$ cat src/sv/pblc_pkg.sv
package pblc_pkg;

	// input opcodes
	typedef enum logic [1:0] {
		OP_TICK  = 2'd0,
		OP_RX    = 2'd1,
		OP_LED   = 2'd2,
		OP_SPARE = 2'd3
	} pblc_op_t;

	// configuration register indexes
	localparam logic CFG_HEAD   = 1'b0;
	localparam logic CFG_PERIOD = 1'b1;

	// link commands
	localparam logic [7:0] CMD_LED    = 8'h01;
	localparam logic [7:0] CMD_POWER  = 8'h02;
	localparam logic [7:0] CMD_CHARGE = 8'h03;
	localparam logic [7:0] POWER_QUERY_DATA = 8'h01;

	localparam int unsigned LED_KINDS = 8;

	localparam logic [7:0]  HEAD_RESET   = 8'd165;
	localparam logic [30:0] PERIOD_RESET = 31'd10000;

	// work handed from front to back: up to two frames plus status after the item
	typedef struct packed {
		logic       has_poll;
		logic       has_led;
		logic [2:0] led_data;
		logic [7:0] head;
		logic [7:0] percent;
		logic [7:0] charging;
		logic [2:0] shown;
	} pblc_job_t;

endpackage

$ cat src/sv/power_board_link_controller.sv
// Power board link controller.
// Input channel (in_valid/in_ready) takes one word per item: a tick, a byte
// received from the power board, or a set-LED request. Output channel
// (out_valid/out_ready) gives the result words of each item in order: the
// bytes to transmit (tx_valid 1, up to two 4-byte frames, poll query first),
// or one word with tx_valid 0 when an item sends nothing. last_of_run marks
// the final word of an item; status fields show registers after the item.
// The front stage executes an item in the cycle it is accepted and pushes a
// job into a two-entry queue; the back stage serializes it into an output
// register. The first word passes through the queue, the back stage's job
// register and the output register. Each item gives 1, 4 or 8 output words,
// one word per cycle from the back stage's serializer while out_ready allows.
// in_ready drops only when the queue holds two jobs, so a stalled receiver
// backs up into the queue and then the input; no word is lost or dropped.
// Config: cfg_we with cfg_index 0 (head byte) or 1 (poll period), while idle.
// Reset clears time, deadlines, LED, status and deframer, restores head
// 165 and poll period 10000, and empties the queue and output register.
module power_board_link_controller (
	input  logic        clk,
	input  logic        arst_n,
	input  logic        cfg_we,
	input  logic        cfg_index,
	input  logic [30:0] cfg_data,
	input  logic        in_valid,
	output logic        in_ready,
	input  logic [1:0]  opcode,
	input  logic [7:0]  rx_byte,
	input  logic [2:0]  led_kind,
	input  logic [30:0] hold_ticks,
	input  logic        revert_enable,
	input  logic [2:0]  revert_kind,
	output logic        out_valid,
	input  logic        out_ready,
	output logic        tx_valid,
	output logic [7:0]  tx_out,
	output logic        last_of_run,
	output logic [7:0]  battery_percent,
	output logic [7:0]  charging_flag,
	output logic [2:0]  shown_led
);

	pblc_pkg::pblc_job_t front_job, back_job;
	logic take, q_full, q_empty, q_pop;

	assign in_ready = !q_full;
	assign take     = in_valid && !q_full;

	pblc_front u_front (
		.clk           (clk),
		.arst_n        (arst_n),
		.cfg_we        (cfg_we),
		.cfg_index     (cfg_index),
		.cfg_data      (cfg_data),
		.take          (take),
		.opcode        (opcode),
		.rx_byte       (rx_byte),
		.led_kind      (led_kind),
		.hold_ticks    (hold_ticks),
		.revert_enable (revert_enable),
		.revert_kind   (revert_kind),
		.job           (front_job)
	);

	pblc_queue u_queue (
		.clk    (clk),
		.arst_n (arst_n),
		.push   (take),
		.din    (front_job),
		.full   (q_full),
		.pop    (q_pop),
		.dout   (back_job),
		.empty  (q_empty)
	);

	pblc_back u_back (
		.clk             (clk),
		.arst_n          (arst_n),
		.q_empty         (q_empty),
		.q_job           (back_job),
		.q_pop           (q_pop),
		.out_valid       (out_valid),
		.out_ready       (out_ready),
		.tx_valid        (tx_valid),
		.tx_out          (tx_out),
		.last_of_run     (last_of_run),
		.battery_percent (battery_percent),
		.charging_flag   (charging_flag),
		.shown_led       (shown_led)
	);

endmodule

$ cat src/sv/pblc_front.sv
module pblc_front (
	input  logic                clk,
	input  logic                arst_n,
	input  logic                cfg_we,
	input  logic                cfg_index,
	input  logic [30:0]         cfg_data,
	input  logic                take,
	input  logic [1:0]          opcode,
	input  logic [7:0]          rx_byte,
	input  logic [2:0]          led_kind,
	input  logic [30:0]         hold_ticks,
	input  logic                revert_enable,
	input  logic [2:0]          revert_kind,
	output pblc_pkg::pblc_job_t job
);

	typedef enum logic [1:0] {
		PH_HEAD = 2'd0,
		PH_CMD  = 2'd1,
		PH_DATA = 2'd2,
		PH_SUM  = 2'd3
	} phase_t;

	phase_t      phase_q, phase_d;
	logic [7:0]  head_q;
	logic [30:0] period_q;
	logic [31:0] now_q, now_d;
	logic [31:0] last_poll_q, last_poll_d;
	logic [31:0] target_q, target_d;   // last_poll + period
	logic [31:0] deadline_q, deadline_d;
	logic [2:0]  saved_q, saved_d;
	logic [2:0]  cur_q, cur_d;
	logic [7:0]  pct_q, pct_d;
	logic [7:0]  chg_q, chg_d;
	logic [7:0]  fb0_q, fb1_q, fb2_q;
	logic [7:0]  fb0_d, fb1_d, fb2_d;
	logic        has_poll, has_led;
	logic [2:0]  led_data;

	logic [31:0] now_inc, poll_diff, dl_diff;
	logic        poll_hit, rev_hit, dl_live;
	logic [7:0]  sum;

	assign now_inc   = now_q + 32'd1;
	assign poll_diff = now_inc - target_q;
	assign dl_diff   = now_inc - deadline_q;
	assign poll_hit  = ~poll_diff[31];
	assign dl_live   = (deadline_q != '0) && (deadline_q != '1);
	assign rev_hit   = dl_live && ~dl_diff[31];
	assign sum       = fb0_q + fb1_q + fb2_q;

	always_comb begin
		phase_d     = phase_q;
		now_d       = now_q;
		last_poll_d = last_poll_q;
		target_d    = target_q;
		deadline_d  = deadline_q;
		saved_d     = saved_q;
		cur_d       = cur_q;
		pct_d       = pct_q;
		chg_d       = chg_q;
		fb0_d       = fb0_q;
		fb1_d       = fb1_q;
		fb2_d       = fb2_q;
		has_poll    = 1'b0;
		has_led     = 1'b0;
		led_data    = '0;
		unique case (pblc_pkg::pblc_op_t'(opcode))
			pblc_pkg::OP_TICK: begin
				now_d = now_inc;
				if (poll_hit) begin
					has_poll    = 1'b1;
					last_poll_d = now_inc;
					target_d    = now_inc + {1'b0, period_q};
				end
				if (rev_hit && (32'(saved_q) < pblc_pkg::LED_KINDS)) begin
					has_led    = 1'b1;
					led_data   = saved_q;
					cur_d      = saved_q;
					saved_d    = '0;
					deadline_d = '0;
				end
			end
			pblc_pkg::OP_RX: begin
				unique case (phase_q)
					PH_HEAD: begin
						if (rx_byte == head_q) begin
							fb0_d   = head_q;
							phase_d = PH_CMD;
						end
					end
					PH_CMD: begin
						fb1_d   = rx_byte;
						phase_d = PH_DATA;
					end
					PH_DATA: begin
						fb2_d   = rx_byte;
						phase_d = PH_SUM;
					end
					PH_SUM: begin
						if (sum == rx_byte) begin
							if (fb1_q == pblc_pkg::CMD_POWER)
								pct_d = fb2_q;
							else if (fb1_q == pblc_pkg::CMD_CHARGE)
								chg_d = fb2_q;
						end
						phase_d = PH_HEAD;
					end
					default: phase_d = PH_HEAD;
				endcase
			end
			pblc_pkg::OP_LED: begin
				if (32'(led_kind) < pblc_pkg::LED_KINDS) begin
					has_led    = 1'b1;
					led_data   = led_kind;
					saved_d    = revert_kind;
					cur_d      = led_kind;
					deadline_d = revert_enable ? ({1'b0, hold_ticks} + now_q) : '0;
				end
			end
			default: ;
		endcase
	end

	always_comb begin
		job.has_poll = has_poll;
		job.has_led  = has_led;
		job.led_data = led_data;
		job.head     = head_q;
		job.percent  = pct_d;
		job.charging = chg_d;
		job.shown    = cur_d;
	end

	always_ff @(posedge clk or negedge arst_n) begin
		if (!arst_n) begin
			phase_q     <= PH_HEAD;
			head_q      <= pblc_pkg::HEAD_RESET;
			period_q    <= pblc_pkg::PERIOD_RESET;
			now_q       <= '0;
			last_poll_q <= '0;
			target_q    <= {1'b0, pblc_pkg::PERIOD_RESET};
			deadline_q  <= '0;
			saved_q     <= '0;
			cur_q       <= '0;
			pct_q       <= '0;
			chg_q       <= '0;
		end else if (cfg_we) begin
			// config must only arrive while idle; the user keeps to this, the block does not enforce it
			if (cfg_index == pblc_pkg::CFG_HEAD) begin
				head_q <= cfg_data[7:0];
			end else begin
				period_q <= cfg_data;
				target_q <= last_poll_q + {1'b0, cfg_data};
			end
		end else if (take) begin
			phase_q     <= phase_d;
			now_q       <= now_d;
			last_poll_q <= last_poll_d;
			target_q    <= target_d;
			deadline_q  <= deadline_d;
			saved_q     <= saved_d;
			cur_q       <= cur_d;
			pct_q       <= pct_d;
			chg_q       <= chg_d;
		end
	end

	// frame bytes: written before read, no reset
	always_ff @(posedge clk) begin
		if (take) begin
			fb0_q <= fb0_d;
			fb1_q <= fb1_d;
			fb2_q <= fb2_d;
		end
	end

endmodule

$ cat src/sv/pblc_queue.sv
module pblc_queue (
	input  logic                clk,
	input  logic                arst_n,
	input  logic                push,
	input  pblc_pkg::pblc_job_t din,
	output logic                full,
	input  logic                pop,
	output pblc_pkg::pblc_job_t dout,
	output logic                empty
);

	pblc_pkg::pblc_job_t mem_q [2];
	logic       wr_q, rd_q;
	logic [1:0] cnt_q;

	assign full  = (cnt_q == 2'd2);
	assign empty = (cnt_q == 2'd0);
	assign dout  = mem_q[rd_q];

	always_ff @(posedge clk) begin
		if (push)
			mem_q[wr_q] <= din;
	end

	always_ff @(posedge clk or negedge arst_n) begin
		if (!arst_n) begin
			wr_q  <= 1'b0;
			rd_q  <= 1'b0;
			cnt_q <= '0;
		end else begin
			if (push)
				wr_q <= ~wr_q;
			if (pop)
				rd_q <= ~rd_q;
			unique case ({push, pop})
				2'b10:   cnt_q <= cnt_q + 2'd1;
				2'b01:   cnt_q <= cnt_q - 2'd1;
				default: cnt_q <= cnt_q;
			endcase
		end
	end

endmodule

$ cat src/sv/pblc_back.sv
module pblc_back (
	input  logic                clk,
	input  logic                arst_n,
	input  logic                q_empty,
	input  pblc_pkg::pblc_job_t q_job,
	output logic                q_pop,
	output logic                out_valid,
	input  logic                out_ready,
	output logic                tx_valid,
	output logic [7:0]          tx_out,
	output logic                last_of_run,
	output logic [7:0]          battery_percent,
	output logic [7:0]          charging_flag,
	output logic [2:0]          shown_led
);

	pblc_pkg::pblc_job_t job_q;
	logic       busy_q;
	logic [2:0] idx_q;
	logic       vld_q;
	logic       txv_q, last_q;
	logic [7:0] tx_q, pct_q, chg_q;
	logic [2:0] led_q;

	logic       load, none, sel_led, last_b;
	logic [7:0] cmd, dat, byte_b;

	assign load = !vld_q || out_ready;
	assign none = !job_q.has_poll && !job_q.has_led;
	// poll frame goes first when both are present
	assign sel_led = job_q.has_poll ? idx_q[2] : 1'b1;
	assign cmd = sel_led ? pblc_pkg::CMD_LED : pblc_pkg::CMD_POWER;
	assign dat = sel_led ? {5'd0, job_q.led_data} : pblc_pkg::POWER_QUERY_DATA;
	assign last_b = none ||
		((idx_q[1:0] == 2'd3) && (idx_q[2] || !(job_q.has_poll && job_q.has_led)));

	always_comb begin
		unique case (idx_q[1:0])
			2'd0:    byte_b = job_q.head;
			2'd1:    byte_b = cmd;
			2'd2:    byte_b = dat;
			default: byte_b = job_q.head + cmd + dat;
		endcase
	end

	// grab next job when idle or on the last word of the current one
	assign q_pop = load && !q_empty && (!busy_q || last_b);

	always_ff @(posedge clk or negedge arst_n) begin
		if (!arst_n) begin
			busy_q <= 1'b0;
			idx_q  <= '0;
			vld_q  <= 1'b0;
		end else if (load) begin
			vld_q <= busy_q;
			if (q_pop) begin
				busy_q <= 1'b1;
				idx_q  <= '0;
			end else if (busy_q) begin
				busy_q <= !last_b;
				idx_q  <= idx_q + 3'd1;
			end
		end
	end

	always_ff @(posedge clk) begin
		if (q_pop)
			job_q <= q_job;
		if (load && busy_q) begin
			txv_q  <= !none;
			tx_q   <= none ? 8'd0 : byte_b;
			last_q <= last_b;
			pct_q  <= job_q.percent;
			chg_q  <= job_q.charging;
			led_q  <= job_q.shown;
		end
	end

	assign out_valid       = vld_q;
	assign tx_valid        = txv_q;
	assign tx_out          = tx_q;
	assign last_of_run     = last_q;
	assign battery_percent = pct_q;
	assign charging_flag   = chg_q;
	assign shown_led       = led_q;

endmodule
$ cat config.mk
export PLATFORM = sky130hd
export DESIGN_NAME = power_board_link_controller
export DESIGN_NICKNAME = d
export VERILOG_FILES = /design/src/sv/pblc_pkg.sv /design/src/sv/power_board_link_controller.sv /design/src/sv/pblc_front.sv /design/src/sv/pblc_queue.sv /design/src/sv/pblc_back.sv
export SDC_FILE = /design/constraint.sdc
export NUM_CORES = 1
export LEC_CHECK = 0
export ABC_CLOCK_PERIOD_IN_PS = 4550
export BUFFER_PORTS_ARGS = -buffer_cell sky130_fd_sc_hd__buf_4
export CELL_PAD_IN_SITES_DETAIL_PLACEMENT = 1
export CELL_PAD_IN_SITES_GLOBAL_PLACEMENT = 2
export CORE_MARGIN = 10
export CORE_UTILIZATION = 36
export CTS_CLUSTER_DIAMETER = 100
export DETAILED_ROUTE_END_ITERATION = 7
export PLACE_DENSITY_LB_ADDON = 0.1
export SLEW_MARGIN = 15
export SYNTH_ARGS = -nofsm -noshare
export SYNTH_HDL_FRONTEND = slang
export SYNTH_HIERARCHICAL = 1
export SYNTH_SLANG_ARGS = --single-unit
$ cat constraint.sdc
create_clock -name clk -period 4.55 [get_ports clk]
set_clock_uncertainty 0.15 [all_clocks]
set_input_delay 0.91 -clock clk [delete_from_list [all_inputs] [get_ports clk]]
set_output_delay 0.91 -clock clk [all_outputs]
set_load 0.1 [all_outputs]
==> summary.md <==
| Metric | Value |
|---|---|
| Post-synthesis adder-cell area fraction | 0.114 |
| Share of post-route cells with drive strength above 1 | 0.244 |
| Die height | 264 um |
| Vias in the first global route | 17,500 |
| Synth top cells by count | 186 x dfrtp_1, 176 x ha_1, 149 x edfxtp_1, 131 x a21oi_1, 125 x nand2_1 |
| Die ar. | 69,800 um^2 |
| Gate count after technology mapping | 1,970 |
| Slew @ Worst Pin | 1.09 ns |
| RePlAce Congestion | 0.813 |
| CTS tree | done |
| Final number of hold-violating endpoints | 0 |
| Proportion of synthesized area in mux cells | 0.0842 |
| Number of synthesized flops with an enable pin | 149 |
| Syn_area_per_cell | 10.9 um^2 |
| Clock Sinks | 349 |
| Synth warn | 6 |
| Post-synthesis cell type count | 94 |
| WL per Instance | 21.6 um |
| Dominant cells by area after synthesis | dfrtp_1 22%, edfxtp_1 21%, ha_1 10% |
| Worst-path clk slew | 0.06 ns |
| Detailed-route via count | 16,200 |
| Simple-gate portion of the synthesized area | 0.109 |
| Register area share after synthesis | 0.442 |
| Nets | 2,503 |
| Max VDD drop | 0.000455 V |
| Final Max Tran Viols | 0 |
| Internal | 7.65 mW |
| CP startpoint kind | flip-flop |
| Antenna diode count | 0 |
| H-tree level count | 2 |
| DR vias/cell | 5.32 |
| Period utilization | 0.959 |
| DR DRC count | 0 |
| GRT Util Overall | 0.183 |
| Sw power | 4.46 mW |
| Most common cell in the netlist | dfrtp_1 |
| Synth Area in Compound Gates | 0.149 |
| Clock Latency Late Sink | 0.58 ns |
| Detailed Place HPWL | 50,800 um |
| CTS buffer count | 43 |
| Cell Area, Synth | 21,500 um^2 |
| Clock network fraction of design power | 0.277 |
| WP data arrival | 4.68 ns |
| Initial antenna violation count | 0 |
| IO Count | 116 |
| Die W | 264 um |
| Slowest Stage Delay on Critical Path | 0.36 ns |
| Core ar. | 59,000 um^2 |
| Synth area leader | dfrtp_1 |
| Primary FF master, synth | dfrtp_1 |
| Hold-fix buffers at CTS | 0 |
| Post-synth top area share | 0.217 |
| CTS root buf | clkbuf_16 |
| Critical Path RT | 4.86 ns |
| Pwr/cell area | 467 nW/um^2 |
| Area growth, synth to finish | 20.9% |
| Xor/xnor share of the synthesized area | 0.0686 |
| Mapped Nets | 2,243 |
| Final TNS setup | 0 ns |
| CP cell instances | ha_2 > nand3_2 > nor2_4 > and4_4 > and3_4 > nand3_2 > nor2_4 > buf_6 > xor2_4 > buf_6 > ha_1 > a21oi_1 > o21ai_0 > a211oi_1 > o221ai_1 > a21oi_2 > mux2i_4 > buf_6 > buf_16 > mux2_2 |
| Largest family of logic cells by synthesized area | compound AO/OA/AOI/OAI gates |
| 1st-iter DRT viols | 713 |
| Fmax | 229 MHz |
| Comb power frac | 0.342 |
| Layout fillers | 6,450 |
| Crit path capture type | flip-flop |
| Clk buf depth | 3 |
| Core occupancy in the finished layout | 0.440 |
| GRT overflow | 0 |
| Worst slew margin | 0.275 |
| Crit-path slowest cell | dfrtp_1 |
| PortBufs | 115 |
| Setup-failing EPs final | 0 |
| Number of synthesized register bits | 349 |
| Starting Density | 0.364 |
| CP max FO | 7 |
| Leak Pwr | 11.9 nW |
| Asr flop ratio synth | 0.573 |
| First-pass GRT wire length | 102,000 um |
| Hold Path Class | input pin to asynchronous set/reset pin |
| Seq pwr share | 0.380 |
| Sw frac | 0.368 |
| Crit path kind | flip-flop to flip-flop |
| CP most frequent cell | buf_6 |
| Site row count | 89 |
| Status | completed |
| Largest net degree at the start of global routing | 65 |
| Max Cap Viol | 0 |
| Antenna Violating Nets Remaining | 0 |
| Tmin final | 4.36 ns |
| First-pass DRT Iterations | 5 |
| Final WL | 65,500 um |
kinds of logic (layout without fill, tap and decap cells):
kind of cell | Yosys count | after routing
multiplexers | 152 | 152
flip-flops | 349 | 349
AND/OR/NAND/NOR | 465 | 465
adder cells (fa/ha/maj) | 188 | 188
AO/OA/AOI/OAI | 484 | 484
buffers and inverters | 167 | 461
XOR/XNOR | 165 | 165
through the flow:
step,setup slack (ns),hold WS [ns],instance area [um^2],power [mW],cells
after floorplan,0.00632,0.250,21500,7.54,1970
after global placement,-0.193,0.254,24200,8.68,2941
after detailed placement,-0.320,0.255,24200,8.81,2941
after CTS,0.00201,0.180,25700,12.3,3027
after global routing,-0.0509,0.199,26000,12.8,3037
final,0.185,0.172,26000,12.1,3037
path summary, 6_finish.rpt:
kind                       depth (start not counted)             start                      end  slack [ns]
max                                               20  u_front/now_q[1]  u_front/last_poll_q[24]        0.19
min                                                1            arst_n         u_queue/cnt_q[0]        0.17
max reg2reg                                       20  u_front/now_q[1]  u_front/last_poll_q[24]        0.19
min reg2reg                                        0  u_back/job_q[10]  u_back/charging_flag[7]        0.26
max in group asynchronous                          2            arst_n     u_front/period_q[10]        3.02
min in group clk                                   0  u_back/job_q[10]  u_back/charging_flag[7]        0.26
layout by cell type, fill, tap and decap left out, types with 7 or more instances in the layout:
master and instances:
fa_1 12, dfrtp_1 185, xor2_1 65, clkbuf_1 7, mux2_2 101, o211ai_1 16
edfxtp_1 149, clkinv_2 16, and2_1 15, o21ai_0 85, buf_4 259, nand3_1 36
mux2_4 29, nor4_1 19, nand2_1 125, a211oi_1 28, clkbuf_16 44, dfstp_2 14
a21o_1 74, a31oi_1 17, and3_1 20, mux2i_1 19, ha_1 175, xnor2_1 87
o21bai_1 12, inv_1 108, nor2b_1 13, nand4_1 37, a22o_1 17, a21oi_2 7
buf_12 7, o22ai_1 8, a221o_1 7, nor2_1 106, o21a_1 13, nor3_1 19
nand2b_1 19, a21oi_1 125
state kept, by name, summed over array words and instances, names as in the netlist, 31 cells and up:
register / count
u_back/job_q: 32
u_queue/mem_q: 64
u_front/deadline_q: 32
u_front/last_poll_q: 32
u_front/period_q: 31
u_front/now_q: 32
u_front/target_q: 32
critical path, delay by kind of cell (launching register included):
kind	cells	cell delay (ns)
AND/OR/NAND/NOR	6	0.97
AO/OA/AOI/OAI	5	0.87
multiplexers	2	0.69
buffers and inverters	4	0.60
adder cells (fa/ha/maj)	2	0.43
flip-flops	1	0.36
XOR/XNOR	1	0.18
what timing repair did:
item / in CTS / in global routing
endpoints found under the setup margin: 113 / 115
gates resized for setup: 16 / 33
setup buffers: 6 / 9
pin swaps: 3 / 12
cloned: 1 / 1
per-layer routing:
metal  GRT usage  part of all wire
met5           0                 0
met4      0.0380             0.016
met3      0.0231             0.027
met2       0.345              0.53
met1       0.218              0.42
power by group through the flow:
stage                     Sequential [mW]  Clock (mW)  Combinational, mW
after global placement               4.64           0               4.04
after detailed placement             4.67           0               4.13
final                                4.61        3.36               4.14
after CTS                            4.62        3.48               4.17
after floorplan                      5.23           0               2.31
after global routing                 4.69        3.61               4.53
layout make-up:
class | instances | area [um^2] | share of cell area
clock buffers | 54 | 1160 | 0.0446
clock inverters | 25 | 215 | 0.00829
inverters | 109 | 409 | 0.0158
multi-input cells | 1454 | 11500 | 0.443
flip-flops and latches | 349 | 9500 | 0.366
well taps | 773 | 967 | 0.0373
repair buffers | 273 | 2200 | 0.0846
No activity file was read; power rests on OpenSTA's default activity.
